File: src/sv/gpq_pkg.sv
// ----------------------------------------------------------------------------
// gpq_pkg
// shared constants, types and helpers of the gamepad event qualifier
// ----------------------------------------------------------------------------
package gpq_pkg;

  localparam int MAX_PADS    = 8;
  localparam int NUM_BUTTONS = 21;
  localparam int NUM_AXES    = 6;
  localparam int NUM_STICKS  = NUM_AXES - 2;
  localparam int NUM_EVENTS  = NUM_BUTTONS + NUM_AXES;

  localparam int PAD_W       = 3;
  localparam int CODE_W      = 5;
  localparam int AXIS_W      = 16;
  localparam int DIFF_W      = 16;
  localparam int THR_W       = 15;
  localparam int CFG_W       = 16;
  localparam int CFG_IDX_W   = 1;
  localparam int AX_IDX_W    = $clog2(NUM_AXES);
  localparam int EV_IDX_W    = $clog2(NUM_EVENTS);
  localparam int AXIS_DEPTH  = MAX_PADS * NUM_AXES;
  localparam int AXIS_ADDR_W = $clog2(AXIS_DEPTH);

  localparam logic [CFG_IDX_W-1:0] REG_MIN_DIFF = 1'd0;
  localparam logic [CFG_IDX_W-1:0] REG_ACK_THR  = 1'd1;

  localparam logic [DIFF_W-1:0] MIN_DIFF_RESET = 16'd1638;
  localparam logic [THR_W-1:0]  ACK_THR_RESET  = 15'd16384;

  typedef struct packed {
    logic                     fire;
    logic                     pressed;
    logic [CODE_W-1:0]        code;
    logic signed [AXIS_W-1:0] wdata;
  } axis_eval_t;

  function automatic logic [AXIS_ADDR_W-1:0] axis_addr(input logic [PAD_W-1:0] pad,
                                                       input logic [AX_IDX_W-1:0] idx);
    axis_addr = AXIS_ADDR_W'(pad) * AXIS_ADDR_W'(NUM_AXES) + AXIS_ADDR_W'(idx);
  endfunction

endpackage

File: src/sv/gamepad_event_qualifier.sv
// ----------------------------------------------------------------------------
// gamepad_event_qualifier
// turns polled gamepad snapshots into button, stick and trigger events
// ----------------------------------------------------------------------------
// flow: a snapshot steps through its six axes in S_AXIS, then S_EMIT sends
//   its N events (N <= 27); a new snapshot is taken only once all are sent,
//   and a disconnect snapshot raises none; paced by the single axis memory
//   read port (one axis a cycle) and one event word a cycle at the output while not stalled
// reset: synchronous, clears presence bits, registers to defaults, no event
// ----------------------------------------------------------------------------
module gamepad_event_qualifier (
  input  logic                              clk,
  input  logic                              rst,
  input  logic                              cfg_write,
  input  logic [gpq_pkg::CFG_IDX_W-1:0]     cfg_index,
  input  logic [gpq_pkg::CFG_W-1:0]         cfg_data,
  input  logic                              snap_valid,
  output logic                              snap_ready,
  input  logic [gpq_pkg::PAD_W-1:0]         pad_index,
  input  logic                              connected,
  input  logic                              identity_changed,
  input  logic [gpq_pkg::NUM_BUTTONS-1:0]   buttons,
  input  logic signed [gpq_pkg::AXIS_W-1:0] left_x,
  input  logic signed [gpq_pkg::AXIS_W-1:0] left_y,
  input  logic signed [gpq_pkg::AXIS_W-1:0] right_x,
  input  logic signed [gpq_pkg::AXIS_W-1:0] right_y,
  input  logic signed [gpq_pkg::AXIS_W-1:0] trigger_left,
  input  logic signed [gpq_pkg::AXIS_W-1:0] trigger_right,
  output logic                              event_valid,
  input  logic                              event_ready,
  output logic [gpq_pkg::PAD_W-1:0]         event_pad,
  output logic [gpq_pkg::CODE_W-1:0]        event_code,
  output logic                              pressed,
  output logic                              last_event
);
  import gpq_pkg::*;

  typedef enum logic [1:0] {S_IDLE, S_AXIS, S_EMIT} state_t;

  state_t                   state;
  logic [DIFF_W-1:0]        min_difference;
  logic [THR_W-1:0]         acknowledge_threshold;
  logic [MAX_PADS-1:0]      pad_present;
  logic [PAD_W-1:0]         pad_r;
  logic                     fresh;
  logic [NUM_BUTTONS-1:0]   buttons_r;
  logic signed [AXIS_W-1:0] axis_r [NUM_AXES];
  logic [AX_IDX_W-1:0]      ax_proc;
  logic [NUM_EVENTS-1:0]    pend;
  logic [CODE_W-1:0]        ev_code [NUM_AXES];
  logic [NUM_AXES-1:0]      ev_pr;

  logic                     snap_take;
  logic [AX_IDX_W-1:0]      rd_idx;
  logic [AXIS_ADDR_W-1:0]   axis_raddr, axis_waddr;
  logic [AXIS_W-1:0]        axis_rdata;
  logic [NUM_BUTTONS-1:0]   btn_rdata, btn_old;
  logic                     btn_we, axis_we;
  logic signed [AXIS_W-1:0] old_value;
  axis_eval_t               eval;

  logic [EV_IDX_W-1:0]      pick;
  logic [NUM_EVENTS-1:0]    pick_hot;
  logic [CODE_W-1:0]        code_all [NUM_EVENTS];
  logic [NUM_EVENTS-1:0]    pr_all;
  logic                     out_free;
  logic                     ev_load;

  assign snap_ready = (state == S_IDLE);
  assign snap_take  = snap_valid && snap_ready;
  assign out_free   = !event_valid || event_ready;
  assign ev_load    = (state == S_EMIT) && (pend != '0) && out_free;

  // memory addressing
  assign rd_idx     = (ax_proc == AX_IDX_W'(NUM_AXES - 1)) ? ax_proc : ax_proc + 1'b1;
  assign axis_raddr = (state == S_IDLE) ? axis_addr(pad_index, '0) : axis_addr(pad_r, rd_idx);
  assign axis_waddr = axis_addr(pad_r, ax_proc);
  assign axis_we    = (state == S_AXIS);
  assign btn_we     = (state == S_AXIS) && (ax_proc == '0);
  assign btn_old    = fresh ? '0 : btn_rdata;
  assign old_value  = fresh ? '0 : $signed(axis_rdata);

  gpq_ram #(.WIDTH(NUM_BUTTONS), .DEPTH(MAX_PADS)) u_btn_ram (
    .clk   (clk),
    .we    (btn_we),
    .waddr (pad_r),
    .wdata (buttons_r),
    .raddr (pad_index),
    .rdata (btn_rdata)
  );

  gpq_ram #(.WIDTH(AXIS_W), .DEPTH(AXIS_DEPTH)) u_axis_ram (
    .clk   (clk),
    .we    (axis_we),
    .waddr (axis_waddr),
    .wdata (eval.wdata),
    .raddr (axis_raddr),
    .rdata (axis_rdata)
  );

  gpq_axis_eval u_axis_eval (
    .axis_sel              (ax_proc),
    .old_value             (old_value),
    .new_value             (axis_r[ax_proc]),
    .min_difference        (min_difference),
    .acknowledge_threshold (acknowledge_threshold),
    .result                (eval)
  );

  // event table and lowest pending pick
  always_comb begin
    for (int k = 0; k < NUM_BUTTONS; k++) begin
      code_all[k] = CODE_W'(k);
      pr_all[k]   = buttons_r[k];
    end
    for (int j = 0; j < NUM_AXES; j++) begin
      code_all[NUM_BUTTONS+j] = ev_code[j];
      pr_all[NUM_BUTTONS+j]   = ev_pr[j];
    end
    pick = '0;
    for (int k = NUM_EVENTS - 1; k >= 0; k--) begin
      if (pend[k]) begin
        pick = EV_IDX_W'(k);
      end
    end
    pick_hot = NUM_EVENTS'(1) << pick;
  end

  always_ff @(posedge clk) begin
    if (rst) begin
      state                 <= S_IDLE;
      min_difference        <= MIN_DIFF_RESET;
      acknowledge_threshold <= ACK_THR_RESET;
      pad_present           <= '0;
      event_valid           <= 1'b0;
      ax_proc               <= '0;
      pend                  <= '0;
    end else begin
      if (cfg_write) begin
        case (cfg_index)
          REG_MIN_DIFF: min_difference <= cfg_data;
          REG_ACK_THR:  acknowledge_threshold <= cfg_data[THR_W-1:0];
          default: ;
        endcase
      end

      if (ev_load) begin
        event_valid <= 1'b1;
      end else if (event_ready) begin
        event_valid <= 1'b0;
      end

      case (state)
        S_IDLE: begin
          if (snap_take) begin
            pad_r                  <= pad_index;
            fresh                  <= !pad_present[pad_index] || identity_changed;
            pad_present[pad_index] <= connected;
            buttons_r              <= buttons;
            axis_r[0]              <= left_x;
            axis_r[1]              <= left_y;
            axis_r[2]              <= right_x;
            axis_r[3]              <= right_y;
            axis_r[4]              <= trigger_left;
            axis_r[5]              <= trigger_right;
            ax_proc                <= '0;
            pend                   <= '0;
            if (connected) begin
              state <= S_AXIS;
            end
          end
        end
        S_AXIS: begin
          if (ax_proc == '0) begin
            pend <= {{(NUM_AXES-1){1'b0}}, eval.fire, buttons_r ^ btn_old};
          end else begin
            pend[EV_IDX_W'(NUM_BUTTONS) + EV_IDX_W'(ax_proc)] <= eval.fire;
          end
          ev_code[ax_proc] <= eval.code;
          ev_pr[ax_proc]   <= eval.pressed;
          if (ax_proc == AX_IDX_W'(NUM_AXES - 1)) begin
            state <= S_EMIT;
          end else begin
            ax_proc <= ax_proc + 1'b1;
          end
        end
        S_EMIT: begin
          if (pend == '0) begin
            state <= S_IDLE;
          end else if (out_free) begin
            event_pad   <= pad_r;
            event_code  <= code_all[pick];
            pressed     <= pr_all[pick];
            last_event  <= (pend & ~pick_hot) == '0;
            pend        <= pend & ~pick_hot;
            if ((pend & ~pick_hot) == '0) begin
              state <= S_IDLE;
            end
          end
        end
        default: state <= S_IDLE;
      endcase
    end
  end

endmodule

File: src/sv/gpq_ram.sv
// ----------------------------------------------------------------------------
// gpq_ram
// generic single write port, single read port ram with registered read
// ----------------------------------------------------------------------------
module gpq_ram #(
  parameter int WIDTH = 16,
  parameter int DEPTH = 8
) (
  input  logic                     clk,
  input  logic                     we,
  input  logic [$clog2(DEPTH)-1:0] waddr,
  input  logic [WIDTH-1:0]         wdata,
  input  logic [$clog2(DEPTH)-1:0] raddr,
  output logic [WIDTH-1:0]         rdata
);

  logic [WIDTH-1:0] mem [DEPTH];

  always_ff @(posedge clk) begin
    if (we) begin
      mem[waddr] <= wdata;
    end
    rdata <= mem[raddr];
  end

endmodule

File: src/sv/gpq_axis_eval.sv
// ----------------------------------------------------------------------------
// gpq_axis_eval
// dead band check and, for sticks, threshold crossing decision for one axis
// ----------------------------------------------------------------------------
module gpq_axis_eval (
  input  logic [gpq_pkg::AX_IDX_W-1:0]      axis_sel,
  input  logic signed [gpq_pkg::AXIS_W-1:0] old_value,
  input  logic signed [gpq_pkg::AXIS_W-1:0] new_value,
  input  logic [gpq_pkg::DIFF_W-1:0]        min_difference,
  input  logic [gpq_pkg::THR_W-1:0]         acknowledge_threshold,
  output gpq_pkg::axis_eval_t               result
);
  import gpq_pkg::*;

  logic signed [AXIS_W:0] old_x, new_x, diff, mag, thr, nthr;
  logic                   qual, stick;
  logic                   pos_press, pos_rel, neg_press, neg_rel, neg;

  always_comb begin
    old_x = (AXIS_W+1)'(old_value);
    new_x = (AXIS_W+1)'(new_value);
    diff  = new_x - old_x;
    mag   = diff[AXIS_W] ? -diff : diff;
    qual  = $unsigned(mag) > (AXIS_W+1)'(min_difference);
    thr   = $signed((AXIS_W+1)'(acknowledge_threshold));
    nthr  = -thr;
    stick = axis_sel < AX_IDX_W'(NUM_STICKS);

    pos_press = (old_x < thr) && (new_x >= thr);
    pos_rel   = (old_x >= thr) && (new_x < thr);
    neg_press = (old_x > nthr) && (new_x <= nthr);
    neg_rel   = (old_x <= nthr) && (new_x > nthr);
    neg       = !pos_press && !pos_rel;

    result.wdata = qual ? new_value : old_value;
    if (stick) begin
      result.fire    = qual && (pos_press || pos_rel || neg_press || neg_rel);
      result.pressed = pos_press || (!pos_rel && neg_press);
      result.code    = CODE_W'(NUM_BUTTONS) + (CODE_W'(axis_sel) << 1) + CODE_W'(neg);
    end else begin
      result.fire    = qual;
      result.pressed = new_x > old_x;
      result.code    = CODE_W'(NUM_BUTTONS + NUM_STICKS) + CODE_W'(axis_sel);
    end
  end

endmodule

File: config.mk
export PLATFORM = sky130hd
export DESIGN_NAME = gamepad_event_qualifier
export DESIGN_NICKNAME = d
export VERILOG_FILES = /design/src/sv/gpq_pkg.sv /design/src/sv/gamepad_event_qualifier.sv /design/src/sv/gpq_ram.sv /design/src/sv/gpq_axis_eval.sv
export SDC_FILE = /design/constraint.sdc
export NUM_CORES = 2
export LEC_CHECK = 0
export ABC_AREA = 1
export BUFFER_PORTS_ARGS = -buffer_cell sky130_fd_sc_hd__buf_4
export CORE_AREA = 10 10 408 450
export CTS_CLUSTER_SIZE = 40
export DETAILED_ROUTE_END_ITERATION = 10
export DIE_AREA = 0 0 418 460
export GPL_ROUTABILITY_DRIVEN = 0
export HOLD_SLACK_MARGIN = 0.06
export PLACE_DENSITY_LB_ADDON = 0.12
export SYNTH_ARGS = -nofsm -noshare
export SYNTH_HDL_FRONTEND = slang
export SYNTH_SLANG_ARGS = --single-unit
File: constraint.sdc
create_clock -name clk -period 11.7 [get_ports clk]
set_input_delay 0.585 -clock clk [delete_from_list [all_inputs] [get_ports clk]]
set_output_delay 0.585 -clock clk [all_outputs]
set_load 0.005 [all_outputs]
==> out/qor.yml <==
status:
  outcome: "complete, no violations"
drt:
  routed_wl_mm: 166
  ant_nets: 0
  first_iter_violations: 2776
  wl_per_cell_um: 23.2
  post-route-drc-count: 0
  dr.pass1.iters: 5
  vias: 35638
  vias_per_cell: 4.99
setup_path:
  path_delay_family: "compound AO/OA/AOI/OAI gates"
  cp_slowest_stage_delay_ns: 0.52
  critical_path_buf_inv_count: 7
  crit_arrival_ns: 8.34
  end_kind: "flop"
  r2r_slack_ns: 3.93
  reg2reg_depth: 38
  critPathSlowestCell: "buf_4"
  worst-path-max-fanout: 49
  critPathKind: "reg2reg"
  worstPathRequired_ns: 12.27
  crit_path_start_kind: "flop"
  worst_path_most_repeated_cell: "nand2_1"
  timing.rr.end: "u_axis_ram.mem[2][9]"
global_routing:
  grt_overflow_total: 0
  antenna_found_initial: 2
  grt_usage: 0.169
  grt_pass1_wl_mm: 245
  grt_start_max_net_pins: 207
  grt_pass1_vias: 35609
power:
  power_frac_comb: 0.414
  p_total_mw: 19.4
  leakagePower_nw: 21.2
  seqPwrFrac: 0.360
  power.switching_mw: 8.10
  irDropWorstVdd_mv: 0.347
  powerDensity_nw_per_um2: 312
  pwr-share-clk: 0.226
  p_int_mw: 11.3
  swShare: 0.417
synthesis:
  syn_area_per_cell_um2: 11.7
  yosys.area.top_type: "edfxtp_1"
  synth_edf_count: 1103
  postSynth.asyncResetShare: 0
  synthTopCellsByArea: "edfxtp_1 (64%), o21ai_0 (6.3%), nor2_1 (5.2%), dfxtp_1 (4.3%), nand2_1 (3.0%)"
  syn_area_um2: 51900
  syn_inst: 4449
  synth.net_count: 4721
  ys_seq_elements: 1215
  yosysTopAreaCellShare: 0.638
  ys_seq_area_frac: 0.681
  synthFlopType: "edfxtp_1"
  synth.distinct_cells: 61
  synth_warnings: 0
clock_tree:
  clkLatencyLatePin_ns: 0.78
  cts_sinks: 1215
  cts_htree_levels: 4
  cts_buffer_depth: 3
  cts_buffers: 140
  cts_root_buf: "clkbuf_16"
  cts_setup_buffers: 0
  clk_pin_slew_worst_paths_ns: 0.06
  cts_tree: "built"
floorplanning:
  ioPinCount: 156
  fp.dieW_um: 418
  num_rows: 161
  fp.dieH_um: 460
  die-area_um2: 192000
  initial_core_util: 0.298
  core_um2: 174000
cells_and_area:
  regArea_um2: 35400
  final_util: 0.357
  stdcell_area_um2: 62200
  drive_above_1_share: 0.119
  fillCellCount: 17112
  multi_input_area_um2: 15100
  area_delta_synth_final_pct: 19.7
  fin_nets: 5012
sta:
  slew_headroom: 0.185
  fin_crit_sh: 0.664
  fin_skew_ns: 0.0409
  drv_slew: 0
  period_minus_slack_ns: 7.77
  worst_slew_pin_slew_ns: 1.22
  finalSetupViolations: 0
  setup_tns_ns: 0
  grt_setup_unrepaired: "no"
  fmax_mhz: 129
  hold_violations: 0
  fin_ws_ns: 3.93
worst_hold_path:
  min_from: "cfg_data[3]"
  holdPathEnd: "min_difference[3]"
  hold_class: "in2reg"
  hold_depth: 3
run:
  maxCapViolations: 0
placed_design:
  dp_hpwl_mm: 99.3
  port_buffers: 155
  dpl_worst_slack_ns: 3.84
  place_area_um2: 56300
==> power groups by stage <==
stage          combinational [mW]  sequential [mW]  clock, mW
3_5_place_dp                 8.24             7.07          0
5_1_grt                      8.92             7.00       4.70
6_report                     8.03             6.98       4.39
4_1_cts                      8.29             6.98       4.52
3_3_place_gp                 8.21             7.07          0
2_1_floorplan                4.43             7.23          0
==> worst reg2reg max path, delay by kind of cell (launching register included) <==
| kind | cells | cell delay (ns) |
|---|---|---|
| AOI/OAI and AO/OA | 16 | 2.46 |
| adders and majority gates | 3 | 0.92 |
| buffers and inverters | 7 | 2.27 |
| DFF | 1 | 0.31 |
| and+or+nand+nor | 12 | 1.60 |
==> how the worst max path moves through the flow <==
stage / end / from / slack (ns) / cells past startpoint
floorplan: u_axis_ram.mem[0][15] / flop / 4.20 / 36
global placement: u_axis_ram.mem[5][9] / flop / 3.92 / 37
detailed placement: u_axis_ram.mem[5][9] / flop / 3.84 / 38
CTS: u_axis_ram.mem[27][9] / flop / 3.82 / 38
global route: u_axis_ram.mem[27][9] / flop / 3.15 / 38
finish: u_axis_ram.mem[2][9] / flop / 3.93 / 38
==> repair_timing <==
| action | in CTS | in global routing |
|---|---|---|
| hold buffers | 128 | 0 |
| hold endpoints to repair | 127 | 0 |
| resized for setup | 0 | 0 |
==> layer usage <==
| metal | vias to the layer above | GRT usage | share of wire | wire length [µm] |
|---|---|---|---|---|
| li1 | 16917 | - | - | - |
| met1 | 17834 | 0.221 | 0.44 | 73500 |
| met2 | 701 | 0.294 | 0.50 | 82900 |
| met3 | 186 | 0.0237 | 0.038 | 6240 |
| met4 | 0 | 0.0403 | 0.019 | 3130 |
| met5 | - | 0 | 0 | 0 |
==> Yosys cell counts (4+ instances only) <==
cell type and number:
edfxtp_1 1103, nor2_1 725, o21ai_0 650, nand2_1 412, clkbuf_1 236, inv_1 205, a21oi_1 168, o22ai_1 147
ha_1 123, dfxtp_1 112, o221ai_1 105, o211ai_1 88, nand3_1 74, xor2_1 42, a31oi_1 38, nor3_1 38
nand4_1 31, a32o_1 14, o21ai_1 13, buf_1 12, inv_2 11, nor4_1 11, xnor2_1 9, buf_2 6
a211oi_1 5, clkinv_1 5, fa_1 5, o21bai_1 4, or2_2 4
==> metrics by stage <==
stage | hold slack [ns] | instances
final | 0.146 | 7140
after detailed placement | 0.476 | 6752
after floorplan | 0.435 | 4449
after CTS | 0.0653 | 7138
after global routing | 0.0987 | 7138
after global placement | 0.473 | 6752
==> layout by cell type, fill, tap and decap left out, drive strengths merged, types with 123 or more instances in the layout <==
master and count:
a21oi 169, buf 277, clkbuf 188, dlygate4sd3 128
edfxtp 1103, ha 123, inv 224, nand2 419
nor2 728, o21ai 666, o22ai 147
==> layout make-up <==
| type | count | share of cell area |
|---|---|---|
| Inverter | 221 | 0.0135 |
| Antenna cell | 2 | 0.0000805 |
| Multi-Input combinational cell | 2757 | 0.243 |
| Clock inverter | 70 | 0.0131 |
| Sequential cell | 1215 | 0.569 |
| Tap cell | 2282 | 0.0459 |
| Clock buffer | 188 | 0.0604 |
| Timing Repair Buffer | 405 | 0.0549 |
==> state kept, by name, indices dropped and copies added (netlist names), named ones only <==
signal / count
acknowledge_threshold: 15
ax_proc: 3
axis_r: 96
buttons_r: 21
ev_code: 30
ev_pr: 6
event_code: 5
event_pad: 3
event_valid: 1
fresh: 1
last_event: 1
min_difference: 16
pad_present: 8
pad_r: 3
pend: 27
pressed: 1
state: 2
u_axis_ram.mem: 768
u_axis_ram.rdata: 16
u_btn_ram.mem: 168
u_btn_ram.rdata: 21
==> kinds of logic after synthesis <==
group,after synthesis,synth area share
XOR/XNOR,51,0.00860
AND/OR/NAND/NOR,1315,0.102
buffers and inverters,477,0.0350
flip-flops,1215,0.681
AO/OA/AOI/OAI,1263,0.142
adder cells (fa/ha/maj),128,0.0316
No activity file was read; power rests on OpenSTA's default activity.
